$ cat config.mk
export PLATFORM = sky130hd
export DESIGN_NAME = midpoint_ellipse_rasterizer_core
export DESIGN_NICKNAME = d
export VERILOG_FILES = /design/src/hdl/mer_pkg.sv /design/src/hdl/midpoint_ellipse_rasterizer_core.sv /design/src/hdl/mer_dpath.sv /design/src/hdl/mer_ctrl.sv
export SDC_FILE = /design/constraint.sdc
export NUM_CORES = 2
export LEC_CHECK = 0
export BUFFER_PORTS_ARGS = -buffer_cell sky130_fd_sc_hd__buf_2
export CAP_MARGIN = 20
export CORE_MARGIN = 2
export CORE_UTILIZATION = 50
export CTS_CLUSTER_DIAMETER = 50
export DETAILED_ROUTE_END_ITERATION = 10
export PLACE_DENSITY = 0.75
export SYNTH_ARGS = -nofsm -noshare
export SYNTH_HDL_FRONTEND = slang
export SYNTH_HIERARCHICAL = 1
export SYNTH_SLANG_ARGS = --single-unit
$ cat constraint.sdc
create_clock -name aclk -period 10.7 [get_ports aclk]
set_clock_uncertainty 0.2 [all_clocks]
set_input_delay 1.605 -clock aclk [delete_from_list [all_inputs] [get_ports aclk]]
set_output_delay 1.605 -clock aclk [all_outputs]
set_load 0.02 [all_outputs]
$ cat src/hdl/mer_pkg.sv
`timescale 1ns / 1ps
`default_nettype none
// ----------------------------------------------------------------------------
// mer_pkg
// Shared types and codes for the midpoint ellipse rasterizer: request kinds,
// datapath operation codes, and the command and status bundles.
// ----------------------------------------------------------------------------
package mer_pkg;

    // request kinds carried on the input tuser bit
    localparam logic OPC_START = 1'b0;
    localparam logic OPC_STEP  = 1'b1;

    // datapath operations, one per cycle
    localparam int OP_W = 4;
    typedef logic [OP_W-1:0] dp_op_t;

    localparam dp_op_t OP_NONE      = 4'd0;
    localparam dp_op_t OP_LOAD      = 4'd1;
    localparam dp_op_t OP_MUL_RX    = 4'd2;
    localparam dp_op_t OP_MUL_RY    = 4'd3;
    localparam dp_op_t OP_MUL_PY    = 4'd4;
    localparam dp_op_t OP_INIT      = 4'd5;
    localparam dp_op_t OP_MUL_TX    = 4'd6;
    localparam dp_op_t OP_MUL_TY    = 4'd7;
    localparam dp_op_t OP_MUL_A     = 4'd8;
    localparam dp_op_t OP_MUL_B     = 4'd9;
    localparam dp_op_t OP_MUL_C     = 4'd10;
    localparam dp_op_t OP_SEED      = 4'd11;
    localparam dp_op_t OP_STEP1     = 4'd12;
    localparam dp_op_t OP_STEP2     = 4'd13;
    localparam dp_op_t OP_EMIT      = 4'd14;
    localparam dp_op_t OP_EMIT_NULL = 4'd15;

    // controller to datapath
    typedef struct packed {
        dp_op_t op;
    } dp_cmd_t;

    // datapath to controller
    typedef struct packed {
        logic stay_r1;   // region one test holds for the current point
        logic in_r2;     // already walking region two
        logic active;    // an ellipse is in progress
        logic out_free;  // output register can take a result this cycle
    } dp_status_t;

endpackage : mer_pkg
`default_nettype wire

$ cat src/hdl/midpoint_ellipse_rasterizer_core.sv
`timescale 1ns / 1ps
`default_nettype none
// ----------------------------------------------------------------------------
// midpoint_ellipse_rasterizer_core
// Midpoint ellipse rasterizer: a start request loads center and radii and
// returns the top point; each step request returns the next four symmetric
// points, region one then region two, flagging the point where y hits zero.
//
//   channel  dir  tdata                                   tuser        tlast
//   s_       in   center_x, center_y, radius_x, radius_y  opcode       -
//   m_       out  x_plus, x_minus, y_plus, y_minus        point_valid  last
//
// start request: load at the accept, three passes through the shared
// multiplier, the decision setup, then the result load
// step request: region test, one add step, result load; the step that
// leaves region one runs five multiplier passes and the seed load between
// the region test and its add step; a step with no ellipse in progress goes straight to a null result load
// one request at a time; s_tready is low while a request is worked on and
// returns the cycle after the result load
// a full output register holds the next result back until m_tready
// reset clears the controller, region and active flags and the output valid
// ----------------------------------------------------------------------------
module midpoint_ellipse_rasterizer_core #(
    parameter int RADIUS_BITS = 10,
    parameter int COORD_BITS  = 11
) (
    input  wire                                  aclk,
    input  wire                                  aresetn,
    input  wire                                  s_tvalid,
    output logic                                 s_tready,
    // center_x, center_y, radius_x, radius_y, zero fill
    input  wire [((2*COORD_BITS+2*RADIUS_BITS+7)/8)*8-1:0] s_tdata,
    // opcode
    input  wire                                  s_tuser,
    output logic                                 m_tvalid,
    input  wire                                  m_tready,
    // x_plus, x_minus, y_plus, y_minus, zero fill
    output logic [((4*(COORD_BITS+1)+7)/8)*8-1:0] m_tdata,
    // point_valid
    output logic                                 m_tuser,
    output logic                                 m_tlast
);
    import mer_pkg::*;

    localparam int OUT_W  = COORD_BITS + 1;
    localparam int OUT_DW = ((4 * OUT_W + 7) / 8) * 8;

    dp_cmd_t    cmd;
    dp_status_t status;

    logic signed [COORD_BITS-1:0]  in_cx, in_cy;
    logic        [RADIUS_BITS-1:0] in_rx, in_ry;
    logic signed [OUT_W-1:0]       xp, xm, yp, ym;

    // unpack request fields
    assign in_cx = s_tdata[COORD_BITS-1:0];
    assign in_cy = s_tdata[2*COORD_BITS-1:COORD_BITS];
    assign in_rx = s_tdata[2*COORD_BITS+RADIUS_BITS-1:2*COORD_BITS];
    assign in_ry = s_tdata[2*COORD_BITS+2*RADIUS_BITS-1:2*COORD_BITS+RADIUS_BITS];

    mer_ctrl u_ctrl (
        .aclk       (aclk),
        .aresetn    (aresetn),
        .req_valid  (s_tvalid),
        .req_opcode (s_tuser),
        .req_ready  (s_tready),
        .status     (status),
        .cmd        (cmd)
    );

    mer_dpath #(
        .RADIUS_BITS (RADIUS_BITS),
        .COORD_BITS  (COORD_BITS)
    ) u_dpath (
        .aclk            (aclk),
        .aresetn         (aresetn),
        .cmd             (cmd),
        .status          (status),
        .in_center_x     (in_cx),
        .in_center_y     (in_cy),
        .in_radius_x     (in_rx),
        .in_radius_y     (in_ry),
        .out_ready       (m_tready),
        .out_valid       (m_tvalid),
        .out_point_valid (m_tuser),
        .out_x_plus      (xp),
        .out_x_minus     (xm),
        .out_y_plus      (yp),
        .out_y_minus     (ym),
        .out_last        (m_tlast)
    );

    // pack result fields
    assign m_tdata = OUT_DW'({ym, yp, xm, xp});

endmodule : midpoint_ellipse_rasterizer_core
`default_nettype wire

$ cat src/hdl/mer_dpath.sv
`timescale 1ns / 1ps
`default_nettype none
// ----------------------------------------------------------------------------
// mer_dpath
// Datapath: ellipse state, one shared registered multiplier, the incremental
// decision update for both regions and the output register.
// ----------------------------------------------------------------------------
module mer_dpath #(
    parameter int RADIUS_BITS = 10,
    parameter int COORD_BITS  = 11
) (
    input  wire                          aclk,
    input  wire                          aresetn,
    input  mer_pkg::dp_cmd_t             cmd,
    output mer_pkg::dp_status_t          status,
    input  wire signed [COORD_BITS-1:0]  in_center_x,
    input  wire signed [COORD_BITS-1:0]  in_center_y,
    input  wire        [RADIUS_BITS-1:0] in_radius_x,
    input  wire        [RADIUS_BITS-1:0] in_radius_y,
    input  wire                          out_ready,
    output logic                         out_valid,
    output logic                         out_point_valid,
    output logic signed [COORD_BITS:0]   out_x_plus,
    output logic signed [COORD_BITS:0]   out_x_minus,
    output logic signed [COORD_BITS:0]   out_y_plus,
    output logic signed [COORD_BITS:0]   out_y_minus,
    output logic                         out_last
);
    import mer_pkg::*;

    localparam int R     = RADIUS_BITS;
    localparam int OUT_W = COORD_BITS + 1;
    localparam int XW    = R + 1;           // x offset with headroom
    localparam int SQ_W  = 2 * R;           // radius squared
    localparam int PY_W  = 3 * R;           // rx^2 * y
    localparam int PX_W  = 3 * R + 2;       // ry^2 * x
    localparam int MA_W  = 2 * R + 4;       // multiplier operand
    localparam int PW    = 2 * MA_W;        // multiplier product
    localparam int DEC_W = 4 * R + 10;      // decision, scaled by four
    localparam int SUM_W = (OUT_W > R + 3) ? OUT_W : R + 3;

    // ellipse state
    logic signed [COORD_BITS-1:0] cx_reg, cy_reg;
    logic [R-1:0]     rx_reg, ry_reg;
    logic [SQ_W-1:0]  rx2_reg, ry2_reg;
    logic [XW-1:0]    x_reg;
    logic [R-1:0]     y_reg;
    logic [PX_W-1:0]  px_reg;
    logic [PY_W-1:0]  py_reg;
    logic signed [DEC_W-1:0] dec_reg, acc_reg;
    logic             r2_reg, active_reg;
    logic [PW-1:0]    prod_reg;
    logic [MA_W-1:0]  tmp_reg;

    // clamped radii
    logic [R-1:0] rx_clamp, ry_clamp;
    assign rx_clamp = (in_radius_x == '0) ? R'(1) : in_radius_x;
    assign ry_clamp = (in_radius_y == '0) ? R'(1) : in_radius_y;

    // region two seed terms
    logic [R+1:0] tx_val;
    logic [R:0]   ty_val;
    assign tx_val = {x_reg, 1'b1};
    assign ty_val = {y_reg, 1'b0} - (R + 1)'(1);

    // shared multiplier operand select
    logic [MA_W-1:0] mul_a, mul_b;
    logic            mul_en;
    logic [PW-1:0]   mul_p;
    always_comb begin
        mul_a  = '0;
        mul_b  = '0;
        mul_en = 1'b1;
        unique case (cmd.op)
            OP_MUL_RX: begin mul_a = MA_W'(rx_reg);  mul_b = MA_W'(rx_reg);  end
            OP_MUL_RY: begin mul_a = MA_W'(ry_reg);  mul_b = MA_W'(ry_reg);  end
            OP_MUL_PY: begin mul_a = MA_W'(rx2_reg); mul_b = MA_W'(ry_reg);  end
            OP_MUL_TX: begin mul_a = MA_W'(tx_val);  mul_b = MA_W'(tx_val);  end
            OP_MUL_TY: begin mul_a = MA_W'(ty_val);  mul_b = MA_W'(ty_val);  end
            OP_MUL_A:  begin mul_a = tmp_reg;        mul_b = MA_W'(ry2_reg); end
            OP_MUL_B:  begin mul_a = tmp_reg;        mul_b = MA_W'(rx2_reg); end
            OP_MUL_C:  begin mul_a = MA_W'(rx2_reg); mul_b = MA_W'(ry2_reg); end
            default:   mul_en = 1'b0;
        endcase
    end
    assign mul_p = mul_a * mul_b;

    // signed views for the decision arithmetic
    logic signed [DEC_W-1:0] rx2_s, ry2_s, px_s, py_s, prod_s;
    assign rx2_s  = DEC_W'(rx2_reg);
    assign ry2_s  = DEC_W'(ry2_reg);
    assign px_s   = DEC_W'(px_reg);
    assign py_s   = DEC_W'(py_reg);
    assign prod_s = DEC_W'(prod_reg);

    logic dec_neg, dec_pos;
    assign dec_neg = dec_reg[DEC_W-1];
    assign dec_pos = !dec_neg && (dec_reg != '0);

    // region one step: x always grows
    logic signed [DEC_W-1:0] dec_r1_base, dec_r1_down;
    assign dec_r1_base = dec_reg + (px_s <<< 3) + (ry2_s <<< 3) + (ry2_s <<< 2);
    assign dec_r1_down = dec_r1_base - (py_s <<< 3) + (rx2_s <<< 3);

    // region two step: y always drops
    logic signed [DEC_W-1:0] dec_r2_base, dec_r2_out;
    assign dec_r2_base = dec_reg + (rx2_s <<< 3) + (rx2_s <<< 2) - (py_s <<< 3);
    assign dec_r2_out  = dec_r2_base + (px_s <<< 3) + (ry2_s <<< 3);

    // four symmetric coordinates
    logic signed [SUM_W-1:0] cx_e, cy_e, x_e, y_e, xp_s, xm_s, yp_s, ym_s;
    assign cx_e = SUM_W'(cx_reg);
    assign cy_e = SUM_W'(cy_reg);
    assign x_e  = SUM_W'(x_reg);
    assign y_e  = SUM_W'(y_reg);
    assign xp_s = cx_e + x_e;
    assign xm_s = cx_e - x_e;
    assign yp_s = cy_e + y_e;
    assign ym_s = cy_e - y_e;

    // multiplier product register
    always_ff @(posedge aclk) begin
        if (mul_en) begin
            prod_reg <= mul_p;
        end
    end

    // ellipse state updates
    always_ff @(posedge aclk) begin
        if (!aresetn) begin
            r2_reg     <= 1'b0;
            active_reg <= 1'b0;
        end else begin
            unique case (cmd.op)
                OP_LOAD: begin
                    cx_reg     <= in_center_x;
                    cy_reg     <= in_center_y;
                    rx_reg     <= rx_clamp;
                    ry_reg     <= ry_clamp;
                    x_reg      <= '0;
                    y_reg      <= ry_clamp;
                    px_reg     <= '0;
                    r2_reg     <= 1'b0;
                    active_reg <= 1'b1;
                end
                OP_MUL_RY: rx2_reg <= prod_reg[SQ_W-1:0];
                OP_MUL_PY: ry2_reg <= prod_reg[SQ_W-1:0];
                OP_INIT: begin
                    py_reg  <= prod_reg[PY_W-1:0];
                    dec_reg <= (ry2_s <<< 2) - (prod_s <<< 2) + rx2_s;
                end
                OP_MUL_TY: tmp_reg <= prod_reg[MA_W-1:0];
                OP_MUL_A:  tmp_reg <= prod_reg[MA_W-1:0];
                OP_MUL_B:  acc_reg <= prod_s;
                OP_MUL_C:  acc_reg <= acc_reg + prod_s;
                OP_SEED: begin
                    dec_reg <= acc_reg - (prod_s <<< 2);
                    r2_reg  <= 1'b1;
                end
                OP_STEP1: begin
                    x_reg  <= x_reg + XW'(1);
                    px_reg <= px_reg + PX_W'(ry2_reg);
                    if (dec_neg) begin
                        dec_reg <= dec_r1_base;
                    end else begin
                        y_reg   <= y_reg - R'(1);
                        py_reg  <= py_reg - PY_W'(rx2_reg);
                        dec_reg <= dec_r1_down;
                    end
                end
                OP_STEP2: begin
                    y_reg  <= y_reg - R'(1);
                    py_reg <= py_reg - PY_W'(rx2_reg);
                    if (dec_pos) begin
                        dec_reg <= dec_r2_base;
                    end else begin
                        x_reg   <= x_reg + XW'(1);
                        px_reg  <= px_reg + PX_W'(ry2_reg);
                        dec_reg <= dec_r2_out;
                    end
                end
                OP_EMIT: begin
                    if (y_reg == '0) begin
                        active_reg <= 1'b0;
                    end
                end
                default: ;
            endcase
        end
    end

    // output register
    always_ff @(posedge aclk) begin
        if (!aresetn) begin
            out_valid <= 1'b0;
        end else if (cmd.op == OP_EMIT || cmd.op == OP_EMIT_NULL) begin
            out_valid <= 1'b1;
        end else if (out_ready) begin
            out_valid <= 1'b0;
        end
    end

    always_ff @(posedge aclk) begin
        if (cmd.op == OP_EMIT) begin
            out_point_valid <= 1'b1;
            out_x_plus      <= xp_s[OUT_W-1:0];
            out_x_minus     <= xm_s[OUT_W-1:0];
            out_y_plus      <= yp_s[OUT_W-1:0];
            out_y_minus     <= ym_s[OUT_W-1:0];
            out_last        <= (y_reg == '0);
        end else if (cmd.op == OP_EMIT_NULL) begin
            out_point_valid <= 1'b0;
            out_x_plus      <= '0;
            out_x_minus     <= '0;
            out_y_plus      <= '0;
            out_y_minus     <= '0;
            out_last        <= 1'b0;
        end
    end

    // status back to the controller
    assign status.stay_r1  = !r2_reg && (PX_W'(py_reg) >= px_reg);
    assign status.in_r2    = r2_reg;
    assign status.active   = active_reg;
    assign status.out_free = !out_valid || out_ready;

endmodule : mer_dpath
`default_nettype wire

$ cat src/hdl/mer_ctrl.sv
`timescale 1ns / 1ps
`default_nettype none
// ----------------------------------------------------------------------------
// mer_ctrl
// Controller: accepts requests, sequences the multiplies for start and for
// the region two seed, picks the step kind and hands results to the output.
// ----------------------------------------------------------------------------
module mer_ctrl (
    input  wire                  aclk,
    input  wire                  aresetn,
    input  wire                  req_valid,
    input  wire                  req_opcode,
    output logic                 req_ready,
    input  mer_pkg::dp_status_t  status,
    output mer_pkg::dp_cmd_t     cmd
);
    import mer_pkg::*;

    localparam logic [3:0] ST_IDLE  = 4'd0;
    localparam logic [3:0] ST_MRX   = 4'd1;
    localparam logic [3:0] ST_MRY   = 4'd2;
    localparam logic [3:0] ST_MPY   = 4'd3;
    localparam logic [3:0] ST_INIT  = 4'd4;
    localparam logic [3:0] ST_TEST  = 4'd5;
    localparam logic [3:0] ST_TX    = 4'd6;
    localparam logic [3:0] ST_TY    = 4'd7;
    localparam logic [3:0] ST_MA    = 4'd8;
    localparam logic [3:0] ST_MB    = 4'd9;
    localparam logic [3:0] ST_MC    = 4'd10;
    localparam logic [3:0] ST_SEED  = 4'd11;
    localparam logic [3:0] ST_STEP1 = 4'd12;
    localparam logic [3:0] ST_STEP2 = 4'd13;
    localparam logic [3:0] ST_EMIT  = 4'd14;
    localparam logic [3:0] ST_NULL  = 4'd15;

    logic [3:0] state_reg, state_next;

    // next state and command
    always_comb begin
        state_next = state_reg;
        cmd.op     = OP_NONE;
        req_ready  = 1'b0;
        unique case (state_reg)
            ST_IDLE: begin
                req_ready = 1'b1;
                if (req_valid) begin
                    if (req_opcode == OPC_START) begin
                        cmd.op     = OP_LOAD;
                        state_next = ST_MRX;
                    end else if (status.active) begin
                        state_next = ST_TEST;
                    end else begin
                        state_next = ST_NULL;
                    end
                end
            end
            ST_MRX: begin cmd.op = OP_MUL_RX; state_next = ST_MRY;  end
            ST_MRY: begin cmd.op = OP_MUL_RY; state_next = ST_MPY;  end
            ST_MPY: begin cmd.op = OP_MUL_PY; state_next = ST_INIT; end
            ST_INIT: begin cmd.op = OP_INIT;  state_next = ST_EMIT; end
            ST_TEST: begin
                if (status.stay_r1) begin
                    state_next = ST_STEP1;
                end else if (status.in_r2) begin
                    state_next = ST_STEP2;
                end else begin
                    state_next = ST_TX;
                end
            end
            ST_TX:    begin cmd.op = OP_MUL_TX; state_next = ST_TY;    end
            ST_TY:    begin cmd.op = OP_MUL_TY; state_next = ST_MA;    end
            ST_MA:    begin cmd.op = OP_MUL_A;  state_next = ST_MB;    end
            ST_MB:    begin cmd.op = OP_MUL_B;  state_next = ST_MC;    end
            ST_MC:    begin cmd.op = OP_MUL_C;  state_next = ST_SEED;  end
            ST_SEED:  begin cmd.op = OP_SEED;   state_next = ST_STEP2; end
            ST_STEP1: begin cmd.op = OP_STEP1;  state_next = ST_EMIT;  end
            ST_STEP2: begin cmd.op = OP_STEP2;  state_next = ST_EMIT;  end
            ST_EMIT: begin
                if (status.out_free) begin
                    cmd.op     = OP_EMIT;
                    state_next = ST_IDLE;
                end
            end
            ST_NULL: begin
                if (status.out_free) begin
                    cmd.op     = OP_EMIT_NULL;
                    state_next = ST_IDLE;
                end
            end
            default: state_next = ST_IDLE;
        endcase
    end

    // state register
    always_ff @(posedge aclk) begin
        if (!aresetn) begin
            state_reg <= ST_IDLE;
        end else begin
            state_reg <= state_next;
        end
    end

endmodule : mer_ctrl
`default_nettype wire
==> out/results.ini <==
[worst_setup_path]
cp_data_required_time_ns = 10.88
cp_max_fo = 6
crit_path_start_kind = input pin
slowest_stage = a211oi_2
critPathKind = in -> reg
timing.rr.end = u_dpath/prod_reg[43]$_DFFE_PP_
critical-path-top-delay-family = adder cells
cp_data_arrival_time_ns = 10.68
cp-startpoint = m_tready
reg2reg_slack_ns = 0.47
max_stage_delay_ns = 0.71
cpMostUsedCell = fa_1
r2r_start = u_ctrl/state_reg[2]$_SDFFE_PN0P_
cp.buffers_inverters = 9
cp-end-kind = flip-flop
reg2reg_depth = 36

[die]
die-area_um2 = 117000
die_w_um = 342
core_area_um2 = 114000
rows = 124
pin_count = 105
start_util_pct = 50.2
die_h_um = 342

[final_layout]
n_fill_cell = 10179
fin_nets = 7961
layout_common_cells = inv_1 (942), ha_1 (664), nand2_1 (602), fa_1 (541), nor2_1 (506)
layout-drive-gt1-share_pct = 8.77
final_common_cell = inv_1
final_util_pct = 55.4
area_delta_synth_final_pct = 10.4

[sta]
tightest_slew_ns = 1.31
slew_viol_final = 0
relSlewSlack_pct = 12.4
final.min_clock_period_ns = 10.50
final-hold-violation-count = 0
tns_ns = 0
hold_ws_ns = 0.241
period_share_pct = 98.1
clock.fmax_ghz = 0.0952
setup_violations = 0

[route]
wire_per_inst_um = 21.1
via_per_inst = 5.94
first_iter_violations = 4923
drt-pass1-iter-count = 8
totalWireLength_um = 174000
vias = 49092
ant_nets = 0
drc = 0

[placed_design]
io_buffers = 98
gp_congestion = 1.00
dp_hpwl_um = 143000

[synthesis]
synth.cell_area_um2 = 57100
async_reset_ff_share_pct = 0
synth_ff_type = edfxtp_1
synth_seq_cells = 391
syn_nets = 7742
synthCells = 6484
avgSynthCellArea_um2 = 8.81
synth_seq_area_share_pct = 20.4
yosys_warnings = 6
synth.distinct_cells = 104
synth_edf_count = 383

[clock_network]
clk_pin_slew_worst_paths_ns = 0.06
cts_tree = built
clk_latency_ns = 0.69
root_buffer = clkbuf_16
h-tree-depth = 2
cts_buffers = 58
clk_path_buf_depth = 3
clock-sinks = 391

[job]
drv_cap = 0

[grt]
grt_util_all_layers_pct = 29.6
grt_max_degree = 89
grt_pass1_vias = 49133
grt_pass1_wl_um = 270000
gr-total-overflow = 0
antenna_found_initial = 3

[hold_path]
worstHoldStart = u_dpath/out_point_valid$_SDFFE_PN1N_
whs_path_depth = 2
hp-class = reg -> reg
hold_end = u_dpath/out_point_valid$_SDFFE_PN1N_

[outcome]
status = complete, no violations

worst reg2reg max path, delay by kind of cell, from the launching register on:
family	cells	cell delay [ns]
compound gates	14	3.66
flops	1	0.68
buf+inv	9	1.11
simple gates	5	0.48
fa+ha+maj	8	3.81
metal layers:
layer | global-route usage [%] | part of all wire (%)
met2 | 46.0 | 43
met4 | 10.5 | 4.0
met5 | 0 | 0.0069
met1 | 41.1 | 42
met3 | 6.08 | 11
logic make-up after synthesis:
family                     count (synthesis)  share of synthesized area [%]
AOI/OAI and AO/OA                       1556                           17.8
and+or+nand+nor                         1721                           13.8
buffers and inverters                   1187                           7.94
xor gates and xnor gates                 404                           6.19
DFF                                      391                           20.4
adders and majority gates               1205                           33.5
muxes                                     20                          0.357
timing repair:
item | CTS | global route
setup buffers | 0 | 0
hold buffers | 0 | 0
endpoints found under the setup margin | 0 | 6
gates resized for setup | 0 | 2
endpoints found under the hold margin | 0 | 0
Yosys cell counts (8+ instances only):
cell      number  area, µm²
o21a_1        49        368
nor3b_1        8       60.1
inv_1        943       3540
nand2_1      603       2260
xnor2_1      272       2380
edfxtp_1     383      11500
nor4_1        27        169
nor2_1       514       1930
a31o_2        10       87.6
nand2b_1      91        569
buf_1         11       41.3
mux2i_1       17        170
a22oi_1       43        323
fa_1         541      10800
and4_1        13        114
a31oi_1       37        231
or2_2         21        131
o21bai_1      61        458
and2_1        47        294
o22ai_1       26        163
buf_2         19       95.1
a222oi_1      20        200
clkbuf_1     202        758
or3_1         22        138
a211oi_1      44        330
a221o_1       23        230
a21oi_1      425       2130
o21ai_0      338       1690
a22o_1        19        166
buf_4          8       60.1
xor2_1       132       1160
a211o_1       17        149
nor2b_1       66        413
a221oi_1      29        254
nand4_1       64        400
o211ai_1      31        233
o31ai_1       31        233
a21boi_0      25        188
nand3_1       90        450
and3_1        54        338
dfxtp_1        8        160
ha_1         664       8310
nor3_1        73        365
a21o_1       207       1550
metrics by stage:
step | setup slack (ns) | std cells | area (µm²)
2_1_floorplan | 0.152 | 6484 | 57100
3_3_place_gp | -0.0808 | 8154 | 61100
3_5_place_dp | -0.290 | 8154 | 61100
4_1_cts | 0.351 | 8264 | 63100
5_1_grt | -0.0693 | 8266 | 63100
6_report | 0.201 | 8267 | 63100
worst max path at each step:
stage                                           to  depth (start not counted)
global placement    u_dpath/prod_reg[43]$_DFFE_PP_                         35
finish              u_dpath/prod_reg[43]$_DFFE_PP_                         35
floorplan           u_dpath/prod_reg[43]$_DFFE_PP_                         36
global route        u_dpath/prod_reg[45]$_DFFE_PP_                         38
CTS                 u_dpath/prod_reg[43]$_DFFE_PP_                         33
detailed placement  u_dpath/prod_reg[43]$_DFFE_PP_                         37
final cells by class:
class | count | area (µm²) | share of cell area, %
clock inverters | 46 | 500 | 0.793
diodes | 2 | 5.00 | 0.00793
clock buffers | 64 | 1480 | 2.35
inverters | 943 | 3540 | 5.61
flip-flops and latches | 391 | 11700 | 18.5
multi-input cells | 4906 | 41100 | 65.1
repair buffers | 403 | 2970 | 4.71
well taps | 1512 | 1890 | 3.00
Power is not shown: default switching activity piles up to over one toggle a cycle in this logic, so the estimate is an artifact.
